===== src/ple_pkg.sv =====
`timescale 1ns / 1ps
// ----------------------------------------------------------------------------
// ple_pkg
// Types and constants of the positional list engine.
// ----------------------------------------------------------------------------
package ple_pkg;

    localparam int PLE_CAPACITY   = 16;
    localparam int PLE_DATA_WIDTH = 32;

    localparam int OP_W   = 3;
    localparam int POS_W  = 5;
    localparam int WORD_W = 32;
    localparam int LEN_W  = 5;

    typedef enum logic [OP_W-1:0] {
        OP_INSERT = 3'd0,
        OP_APPEND = 3'd1,
        OP_READ   = 3'd2,
        OP_REMOVE = 3'd3,
        OP_CLEAR  = 3'd4
    } t_op;

    typedef enum logic [2:0] {
        ST_IDLE,
        ST_RD,
        ST_WR,
        ST_PUT,
        ST_FETCH,
        ST_DONE
    } t_state;

    typedef struct packed {
        logic [OP_W-1:0]   op;
        logic [POS_W-1:0]  position;
        logic [WORD_W-1:0] new_value;
    } t_req;

    typedef struct packed {
        logic [WORD_W-1:0] read_value;
        logic              ok;
        logic [LEN_W-1:0]  length;
        logic              empty_res;
    } t_rsp;

endpackage


===== src/ple_ram.sv =====
`timescale 1ns / 1ps
// ----------------------------------------------------------------------------
// ple_ram
// Simple dual-port RAM: one write port, one read port with registered data.
// ----------------------------------------------------------------------------
module ple_ram #(
    parameter int   WIDTH = ple_pkg::PLE_DATA_WIDTH,
    parameter int   DEPTH = ple_pkg::PLE_CAPACITY,
    localparam int  AW    = $clog2(DEPTH)
) (
    input  logic             i_clk,
    input  logic             i_we,
    input  logic [AW-1:0]    i_waddr,
    input  logic [WIDTH-1:0] i_wdata,
    input  logic             i_re,
    input  logic [AW-1:0]    i_raddr,
    output logic [WIDTH-1:0] o_rdata
);

    logic [WIDTH-1:0] r_mem [DEPTH];
    logic [WIDTH-1:0] r_rdata;

    always_ff @(posedge i_clk) begin
        if (i_we) begin
            r_mem[i_waddr] <= i_wdata;
        end
        if (i_re) begin
            r_rdata <= r_mem[i_raddr];
        end
    end

    assign o_rdata = r_rdata;

endmodule


===== src/positional_list_engine.sv =====
`timescale 1ns / 1ps
// ----------------------------------------------------------------------------
// positional_list_engine
// Ordered list of up to CAPACITY words with insert, append, read, remove and
// clear by one-based position. The words sit in a RAM and are moved one at a
// time by a small sequencer when a gap is opened or closed.
//
//   channel  direction  payload  handshake
//   request  in         t_req    i_req_valid / o_req_ready
//   response out        t_rsp    o_rsp_valid / i_rsp_ready
//
// Clear, a failed request and any unknown op go straight to ST_DONE. Insert
// shifts the words from position p on towards the tail, then writes the new
// word; remove shifts the words after p towards the head. Each moved word
// costs a RAM read and a RAM write on the single read and write port pair.
// Reset (synchronous, active low) empties the list; the RAM is not cleared.
// A response held by the sink stalls the sequencer only in its last state, ST_DONE.
// ----------------------------------------------------------------------------
module positional_list_engine #(
    parameter int CAPACITY   = ple_pkg::PLE_CAPACITY,
    parameter int DATA_WIDTH = ple_pkg::PLE_DATA_WIDTH
) (
    input  logic          i_clk,
    input  logic          i_rst_n,
    input  logic          i_req_valid,
    output logic          o_req_ready,
    input  ple_pkg::t_req i_req,
    output logic          o_rsp_valid,
    input  logic          i_rsp_ready,
    output ple_pkg::t_rsp o_rsp
);

    import ple_pkg::*;

    localparam int AW   = $clog2(CAPACITY);
    localparam int CW   = $clog2(CAPACITY + 1);
    localparam int CMPW = ((CW > LEN_W) ? CW : LEN_W) + 1;
    localparam int XW   = (DATA_WIDTH > WORD_W) ? DATA_WIDTH : WORD_W;

    t_state                r_state, n_state;
    logic [CW-1:0]         r_count, n_count;
    logic [CW-1:0]         r_idx, n_idx;
    logic [CW-1:0]         r_stop, n_stop;
    logic [OP_W-1:0]       r_op, n_op;
    logic                  r_ok, n_ok;
    logic [DATA_WIDTH-1:0] r_word, n_word;
    logic                  r_rsp_valid, n_rsp_valid;
    t_rsp                  r_rsp, n_rsp;

    logic                  w_accept;
    logic                  w_is_ins;
    logic                  w_rsp_free;
    logic [CMPW-1:0]       w_pos;
    logic [CMPW-1:0]       w_cnt;
    logic [CMPW-1:0]       w_pos_m1;
    logic                  w_full;
    logic                  w_rd_ok;
    logic                  w_ins_ok;
    logic [CW-1:0]         w_step;
    logic [CW-1:0]         w_new_count;
    logic [CMPW-1:0]       w_new_count_ext;
    logic [XW-1:0]         w_new_ext;
    logic [XW-1:0]         w_rd_ext;

    logic                  ram_we;
    logic [AW-1:0]         ram_waddr;
    logic [DATA_WIDTH-1:0] ram_wdata;
    logic                  ram_re;
    logic [AW-1:0]         ram_raddr;
    logic [DATA_WIDTH-1:0] ram_rdata;

    ple_ram #(
        .WIDTH (DATA_WIDTH),
        .DEPTH (CAPACITY)
    ) u_ple_ram (
        .i_clk   (i_clk),
        .i_we    (ram_we),
        .i_waddr (ram_waddr),
        .i_wdata (ram_wdata),
        .i_re    (ram_re),
        .i_raddr (ram_raddr),
        .o_rdata (ram_rdata)
    );

    assign w_accept   = i_req_valid && o_req_ready;
    assign w_is_ins   = (r_op == OP_INSERT);
    assign w_rsp_free = !r_rsp_valid || i_rsp_ready;

    assign w_pos    = CMPW'(i_req.position);
    assign w_cnt    = CMPW'(r_count);
    assign w_pos_m1 = w_pos - CMPW'(1);
    assign w_full   = (w_cnt >= CMPW'(CAPACITY));
    assign w_rd_ok  = (w_pos != '0) && (w_pos <= w_cnt);
    assign w_ins_ok = !w_full && (w_pos != '0) && (w_pos <= w_cnt + CMPW'(1));

    // The one index adder: walks down towards the head on insert and up
    // towards the tail on remove.
    assign w_step = w_is_ins ? (r_idx - CW'(1)) : (r_idx + CW'(1));

    assign w_new_ext = XW'(i_req.new_value);
    assign w_rd_ext  = XW'(ram_rdata);

    always_comb begin
        unique case (r_op)
            OP_INSERT, OP_APPEND: w_new_count = r_ok ? (r_count + CW'(1)) : r_count;
            OP_REMOVE:            w_new_count = r_ok ? (r_count - CW'(1)) : r_count;
            OP_CLEAR:             w_new_count = '0;
            default:              w_new_count = r_count;
        endcase
    end

    assign w_new_count_ext = CMPW'(w_new_count);

    // Next state
    always_comb begin
        n_state = r_state;
        unique case (r_state)
            ST_IDLE: begin
                if (w_accept) begin
                    unique case (i_req.op)
                        OP_INSERT: begin
                            if (!w_ins_ok) begin
                                n_state = ST_DONE;
                            end else if (r_count != w_pos_m1[CW-1:0]) begin
                                n_state = ST_RD;
                            end else begin
                                n_state = ST_PUT;
                            end
                        end
                        OP_APPEND: n_state = w_full ? ST_DONE : ST_PUT;
                        OP_READ:   n_state = w_rd_ok ? ST_FETCH : ST_DONE;
                        OP_REMOVE: n_state = (w_rd_ok && (w_pos < w_cnt)) ? ST_RD : ST_DONE;
                        default:   n_state = ST_DONE;
                    endcase
                end
            end
            ST_RD: n_state = ST_WR;
            ST_WR: begin
                if (w_step == r_stop) begin
                    n_state = w_is_ins ? ST_PUT : ST_DONE;
                end else begin
                    n_state = ST_RD;
                end
            end
            ST_PUT:   n_state = ST_DONE;
            ST_FETCH: n_state = ST_DONE;
            ST_DONE: begin
                if (w_rsp_free) begin
                    n_state = ST_IDLE;
                end
            end
            default: n_state = ST_IDLE;
        endcase
    end

    // Outputs of the sequencer: handshake and RAM control
    always_comb begin
        o_req_ready = 1'b0;
        ram_we      = 1'b0;
        ram_waddr   = r_idx[AW-1:0];
        ram_wdata   = r_word;
        ram_re      = 1'b0;
        ram_raddr   = r_idx[AW-1:0];
        unique case (r_state)
            ST_IDLE: o_req_ready = 1'b1;
            ST_RD: begin
                ram_re    = 1'b1;
                ram_raddr = w_step[AW-1:0];
            end
            ST_WR: begin
                ram_we    = 1'b1;
                ram_wdata = ram_rdata;
            end
            ST_PUT:   ram_we = 1'b1;
            ST_FETCH: ram_re = 1'b1;
            ST_DONE:  o_req_ready = 1'b0;
            default:  o_req_ready = 1'b0;
        endcase
    end

    // Datapath next values
    always_comb begin
        n_count     = r_count;
        n_idx       = r_idx;
        n_stop      = r_stop;
        n_op        = r_op;
        n_ok        = r_ok;
        n_word      = r_word;
        n_rsp       = r_rsp;
        n_rsp_valid = r_rsp_valid && !i_rsp_ready;

        if (w_accept) begin
            n_op   = i_req.op;
            n_word = w_new_ext[DATA_WIDTH-1:0];
            n_idx  = w_pos_m1[CW-1:0];
            n_stop = w_pos_m1[CW-1:0];
            unique case (i_req.op)
                OP_INSERT: begin
                    n_ok  = w_ins_ok;
                    n_idx = r_count;
                end
                OP_APPEND: begin
                    n_ok   = !w_full;
                    n_idx  = r_count;
                    n_stop = r_count;
                end
                OP_READ: n_ok = w_rd_ok;
                OP_REMOVE: begin
                    n_ok   = w_rd_ok;
                    n_stop = r_count - CW'(1);
                end
                OP_CLEAR: n_ok = 1'b1;
                default:  n_ok = 1'b0;
            endcase
        end

        if (r_state == ST_WR) begin
            n_idx = w_step;
        end

        if ((r_state == ST_DONE) && w_rsp_free) begin
            n_count          = w_new_count;
            n_rsp_valid      = 1'b1;
            n_rsp.ok         = r_ok;
            n_rsp.length     = w_new_count_ext[LEN_W-1:0];
            n_rsp.empty_res  = (w_new_count == '0);
            n_rsp.read_value = ((r_op == OP_READ) && r_ok) ? w_rd_ext[WORD_W-1:0] : '0;
        end
    end

    always_ff @(posedge i_clk) begin
        if (!i_rst_n) begin
            r_state     <= ST_IDLE;
            r_count     <= '0;
            r_rsp_valid <= 1'b0;
        end else begin
            r_state     <= n_state;
            r_count     <= n_count;
            r_rsp_valid <= n_rsp_valid;
        end
    end

    always_ff @(posedge i_clk) begin
        r_idx  <= n_idx;
        r_stop <= n_stop;
        r_op   <= n_op;
        r_ok   <= n_ok;
        r_word <= n_word;
        r_rsp  <= n_rsp;
    end

    assign o_rsp_valid = r_rsp_valid;
    assign o_rsp       = r_rsp;

endmodule


===== config.mk =====
export PLATFORM = sky130hd
export DESIGN_NAME = positional_list_engine
export DESIGN_NICKNAME = d
export VERILOG_FILES = /design/src/ple_pkg.sv /design/src/ple_ram.sv /design/src/positional_list_engine.sv
export SDC_FILE = /design/constraint.sdc
export NUM_CORES = 1
export LEC_CHECK = 0
export ABC_AREA = 1
export BUFFER_PORTS_ARGS = -buffer_cell sky130_fd_sc_hd__clkbuf_2
export CAP_MARGIN = 10
export CORE_MARGIN = 2
export CORE_UTILIZATION = 50
export CTS_CLUSTER_SIZE = 16
export DETAILED_ROUTE_END_ITERATION = 8
export PLACE_DENSITY = 0.66
export SYNTH_ARGS = -nofsm -noshare
export SYNTH_HDL_FRONTEND = slang
export SYNTH_SLANG_ARGS = --single-unit
export TNS_END_PERCENT = 50

===== constraint.sdc =====
create_clock -name i_clk -period 10.5 [get_ports i_clk]
set_input_delay 1.575 -clock i_clk [delete_from_list [all_inputs] [get_ports i_clk]]
set_output_delay 1.575 -clock i_clk [all_outputs]
set_load 0.02 [all_outputs]

==> results of run 1 <==
-- metal layers --
metal / part of all wire / global-route usage / vias up
met5: 0 / 0 / -
li1: - / - / 7434
met4: 0.026 / 0.0833 / 0
met3: 0.065 / 0.0358 / 124
met1: 0.43 / 0.314 / 7980
met2: 0.48 / 0.369 / 598
-- cell families (layout without fill, tap and decap cells) --
logic type,Yosys count,in the layout,share of synthesized area
fa+ha+maj,17,17,0.00850
flops,638,638,0.736
compound gates,512,512,0.120
mux,1,1,0.000386
xor+xnor,17,17,0.00633
buf+inv,209,360,0.0422
simple gates,565,565,0.0867
-- synthesized netlist by cell type, types with 2 or more instances --
library cell,instances,area (um2)
nand4_1,3,18.8
buf_4,11,82.6
clkbuf_2,5,25.0
nand3b_1,3,22.5
ha_1,16,200
inv_1,88,330
nand2_2,3,18.8
xor2_1,9,78.8
nor2_1,365,1370
a21oi_1,20,100
o21ai_0,223,1120
buf_2,40,200
clkinv_1,2,7.51
o22ai_1,42,263
inv_4,3,18.8
o221ai_1,61,534
dfxtp_1,9,180
nand3_1,49,245
o211ai_1,64,480
clkbuf_1,32,120
or2_2,2,12.5
o21ai_4,2,32.5
nand2_1,133,499
inv_2,2,7.51
edfxtp_1,629,18900
nor3_1,3,15.0
o211ai_2,8,100
xnor2_1,7,61.3
o21ai_1,87,435
buf_6,23,259
-- through the flow --
step	setup WS, ps	hold WS, ps	std cells
6_report	6390	557	2790
5_1_grt	6050	597	2790
4_1_cts	6400	556	2790
3_5_place_dp	6440	547	2670
3_3_place_gp	6580	546	2670
2_1_floorplan	6330	528	1959
-- power breakdown --
| part | internal [W] | switching [W] |
|---|---|---|
| sequential | 0.00330 | 0.0000797 |
| clock | 0.00135 | 0.000933 |
| combinational | 0.000857 | 0.00219 |
-- state kept, by name, summed over array words and instances (netlist names) --
| name | flops |
|---|---|
| r_op | 3 |
| r_count | 5 |
| r_ok | 1 |
| r_stop | 5 |
| r_state | 3 |
| o_rsp | 39 |
| r_word | 32 |
| r_idx | 5 |
| u_ple_ram.o_rdata | 32 |
| u_ple_ram.r_mem | 512 |
| o_rsp_valid | 1 |
-- worst min path at each step --
stage	cells past startpoint	endpoint	slack, ps
floorplan	2	o_rsp[10]	530
global route	2	o_rsp[25]	600
finish	2	o_rsp[12]	560
detailed placement	2	o_rsp[12]	550
CTS	2	o_rsp[12]	560
global placement	2	o_rsp[16]	550
-- final cells by class --
type,instances,area share
tap,680,0.0292
sequential,638,0.654
clock buffer,89,0.0617
clock inverter,31,0.0102
timing repair buffer,145,0.0301
multi-input combinational,1112,0.203
inverter,95,0.0127
-- worst reg2reg max path: cells and delay by family (launching register included) --
| family | cells | cell delay (ps) |
|---|---|---|
| AO/OA/AOI/OAI | 2 | 430 |
| XOR/XNOR | 1 | 240 |
| adder cells (fa/ha/maj) | 1 | 310 |
| buffers and inverters | 6 | 1950 |
| flip-flops | 1 | 420 |
| AND/OR/NAND/NOR | 4 | 500 |
==> flow_summary.yaml, run 1 <==
run_status:
  outcome: "finished, final reports clean"
setup_path:
  slowest_delay_ps: 940
  worstSetupStartpoint: "r_op[2]"
  path_max_fanout: 86
  critPathCaptureType: "flip-flop"
  crit_buf_inv: 6
  cp-start-kind: "flip-flop"
  cp.depth: 14
  r2r_start: "r_op[2]"
  ff2ff_path_depth: 14
  path_cells: "inv_1, nand2_1, inv_1, ha_1, xnor2_1, inv_1, nand2_1, o21ai_4, buf_4, clkinv_2, buf_4, o221ai_1, nand3_1, nand2_1"
  r2r_end: "u_ple_ram.o_rdata[7]"
  arrival_ps: 4450
  worstPathRequired_ps: 10840
  ff2ff_setup_slack_ps: 6390
  crit_end: "u_ple_ram.o_rdata[7]"
  critPathTopFamily: "buffers and inverters"
  critPathKind: "reg2reg"
  slowest_stage: "buf_4"
sta:
  slew_headroom: 0.227
  worstMarginPinSlew_ps: 1160
  post-route-period-util: 0.392
  slew_viol_final: 0
  rsz0062_at_grt: "no"
  max_freq_mhz: 243
  finalSetupViolations: 0
  finalHoldViolCount: 0
  period_minus_slack_ps: 4110
  finalClockSkew_ps: 14.4
  setup_tns_ps: 0
logic_synthesis:
  ys_seq_area_frac: 0.736
  syn_nets: 2020
  synth_seq_cells: 638
  async_flop_share: 0
  syn-instance-count: 1959
  synth_area_um2: 25900
  synth.distinct_cells: 45
  syn_avg_cell_area_um2: 13.2
  synth_edf_count: 629
  synthFlopType: "edfxtp_1"
  yosysWarningCount: 0
floorplan:
  die-area_um2: 53600
  rows: 83
  start_util: 0.505
  die_height_um: 232
  dieWidth_um: 232
  pin_count: 85
  core_um2: 51300
cts:
  clkSinkCount: 638
  cts.path.max_buffers: 3
  h-tree-depth: 3
  cts_tree: "yes"
  clk_latency_ps: 600
  root_buffer: "clkbuf_16"
  cts_buffers: 67
  cts_setup_buffers: 0
  clk_pin_slew_ps: 60
  cts_resized: 0
  hold_buffers: 0
finish:
  drive_gt1_frac: 0.130
  final_util: 0.569
  mostFrequentLayoutCells: "edfxtp_1, nor2_1, o21ai_0"
  design_area_um2: 29200
  area_growth_pct: 12.6
  multi_input_area_um2: 5910
  final_nets: 2120
  antenna-diode-count: 0
  n_fill_cell: 4080
  register_area_um2: 19100
  layout.cells.most_common: "edfxtp_1"
global_routing:
  grt_usage: 0.228
  antenna_found_initial: 0
  grt_pass1_vias: 15800
  grt.overflow.total: 0
  grt_pass1_wl_um: 91700
  grt_max_degree: 158
drt:
  antenna_left: 0
  drtIter0Drc: 1828
  avgRoutedWirePerCell_um: 21.9
  drc: 0
  finalWirelength_um: 61000
  dr.pass1.iters: 5
  num_vias: 16100
  detail_route.vias_per_cell: 5.78
worst_hold_path:
  hp-start: "u_ple_ram.o_rdata[5]"
  hp-class: "reg2reg"
place:
  gp_congestion: 0.880
  io_buffer_count: 84
  hpwlAfterDp_um: 30900
  placedInstanceArea_um2: 27100
flow_run:
  maxCapViolations: 0
power:
  p_leak_nw: 9.98
  p_per_area_nw_per_um2: 299
  total_power_w: 0.00871
  peakVddDrop_mv: 0.218
Power figures use the tool's default switching activity.
==> run 2: changes to the inputs <==
Settings changed: PLACE_DENSITY 0.66 to 0.69.
Clock period 10.5 ns to 3.7 ns, I/O delays scaled along.
==> run 2 against run 1 <==
Compared with the run above: global-route usage rose by 0.73 points; design area increased by 1.5%; final cell count rose by 0.61%; setup slack got worse by 5800 ps; first-iteration DRC count shrank 4.4%; clock-buffer cell count down 7; clock power increased to 2.9 times the previous value; register-to-register slack got worse by 5800 ps; combinational power increased to 3.0 times the previous value; clock skew is 3.3 ps higher; highest routed layer unchanged.
==> flow_summary.yaml, run 2 (same netlist as run 1, synthesis figures left out) <==
run_status:
  outcome: "finished, final reports clean"
cts:
  h-tree-depth: 3
  cts_buffers: 67
  cts_tree: "yes"
  clkSinkCount: 638
  cts_setup_buffers: 0
  clk_pin_slew_ps: 60
  cts_resized: 0
  root_buffer: "clkbuf_16"
  clk_latency_ps: 590
  hold_buffers: 0
  cts.path.max_buffers: 3
setup_path:
  path_max_fanout: 30
  cp-start-kind: "flip-flop"
  path_cells: "inv_1, nand2_1, inv_1, ha_1, xnor2_1, inv_1, nand2_1, o21ai_4, clkinv_2, buf_4, o211ai_1, nand2_1"
  ff2ff_setup_slack_ps: 590
  critPathKind: "reg2reg"
  crit_buf_inv: 5
  worstSetupStartpoint: "r_op[2]"
  critPathCaptureType: "flip-flop"
  ff2ff_path_depth: 12
  slowest_stage: "clkinv_2"
  critPathTopFamily: "buffers and inverters"
  cp.depth: 12
  r2r_start: "r_op[2]"
  worstPathRequired_ps: 4030
  crit_end: "u_ple_ram.o_rdata[16]"
  r2r_end: "u_ple_ram.o_rdata[16]"
  arrival_ps: 3430
  slowest_delay_ps: 500
floorplan:
  rows: 83
  die-area_um2: 53600
  die_height_um: 232
  start_util: 0.505
  pin_count: 85
  dieWidth_um: 232
  core_um2: 51300
global_routing:
  grt.overflow.total: 0
  antenna_found_initial: 0
  grt_max_degree: 123
  grt_pass1_wl_um: 94900
  grt_usage: 0.235
  grt_pass1_vias: 16300
place:
  gp_congestion: 0.866
  hpwlAfterDp_um: 33700
  io_buffer_count: 84
sta:
  worstMarginPinSlew_ps: 876
  finalHoldViolCount: 0
  finalClockSkew_ps: 17.7
  finalSetupViolations: 0
  rsz0062_at_grt: "no"
  period_minus_slack_ps: 3110
  slew_headroom: 0.415
  slew_viol_final: 0
  post-route-period-util: 0.840
  setup_tns_ps: 0
  max_freq_mhz: 322
drt:
  dr.pass1.iters: 5
  detail_route.vias_per_cell: 5.90
  finalWirelength_um: 62900
  num_vias: 16600
  antenna_left: 0
  drc: 0
  drtIter0Drc: 1747
  avgRoutedWirePerCell_um: 22.4
power:
  p_seq_frac: 0.378
  power_frac_clock: 0.265
  total_power_w: 0.0254
  p_int_w: 0.0161
  p_leak_nw: 10.2
  switching_power_w: 0.00927
  combPwrFrac: 0.356
  p_per_area_nw_per_um2: 856
  peakVddDrop_mv: 0.587
  p_sw_frac: 0.366
finish:
  register_area_um2: 19100
  layout.cells.most_common: "edfxtp_1"
  largest_reg_flops: 512
  mostFrequentLayoutCells: "edfxtp_1, nor2_1, o21ai_0"
  largest_register: "u_ple_ram.r_mem"
  multi_input_area_um2: 5910
  area_growth_pct: 14.4
  n_fill_cell: 3948
  drive_gt1_frac: 0.142
  final_nets: 2138
  antenna-diode-count: 0
flow_run:
  maxCapViolations: 0
worst_hold_path:
  hp-class: "in2reg"
run 2: final cells by class:
type                            count  share of cell area
Tap cell                          680              0.0287
Timing Repair Buffer              163              0.0414
Clock inverter                     37              0.0130
Clock buffer                       82              0.0614
Sequential cell                   638               0.644
Inverter                           95              0.0124
Multi-Input combinational cell   1112               0.199
run 2: per-layer routing:
layer | share of wire | track usage | up-vias | routed length, um
li1 | - | - | 7468 | -
met1 | 0.41 | 0.316 | 8200 | 25800
met3 | 0.074 | 0.0392 | 148 | 4650
met2 | 0.49 | 0.385 | 744 | 30500
met4 | 0.031 | 0.0909 | 0 | 1960
met5 | 0 | 0 | - | 0
run 2: how the worst min path moves through the flow:
stage,start,endpoint,slack (ps),depth (start not counted)
after detailed placement,u_ple_ram.o_rdata[7],o_rsp[14],560,2
after CTS,i_req[23],r_word[23],120,1
final,i_req[28],r_word[28],140,1
after floorplan,u_ple_ram.o_rdata[3],o_rsp[10],530,2
after global routing,i_req[30],r_word[30],120,1
after global placement,u_ple_ram.o_rdata[8],o_rsp[15],540,2
run 2: metrics by stage:
step | utilization | area [um2] | std cells | setup slack (ps) | hold WS, ps
floorplan | - | 25900 | 1959 | 315 | 528
global placement | 0.535 | 27400 | 2688 | 787 | 544
detailed placement | 0.535 | 27400 | 2688 | 617 | 556
CTS | 0.578 | 29600 | 2807 | 633 | 115
global route | 0.578 | 29600 | 2807 | 456 | 117
finish | 0.578 | 29600 | 2807 | 593 | 144
run 2: power by group through the flow:
stage	combinational (W)	clock [W]	sequential [W]
floorplan	0.00646	0	0.00974
global placement	0.00867	0	0.00974
detailed placement	0.00896	0	0.00974
CTS	0.00902	0.00684	0.00960
global route	0.00997	0.00710	0.00964
finish	0.00903	0.00673	0.00960
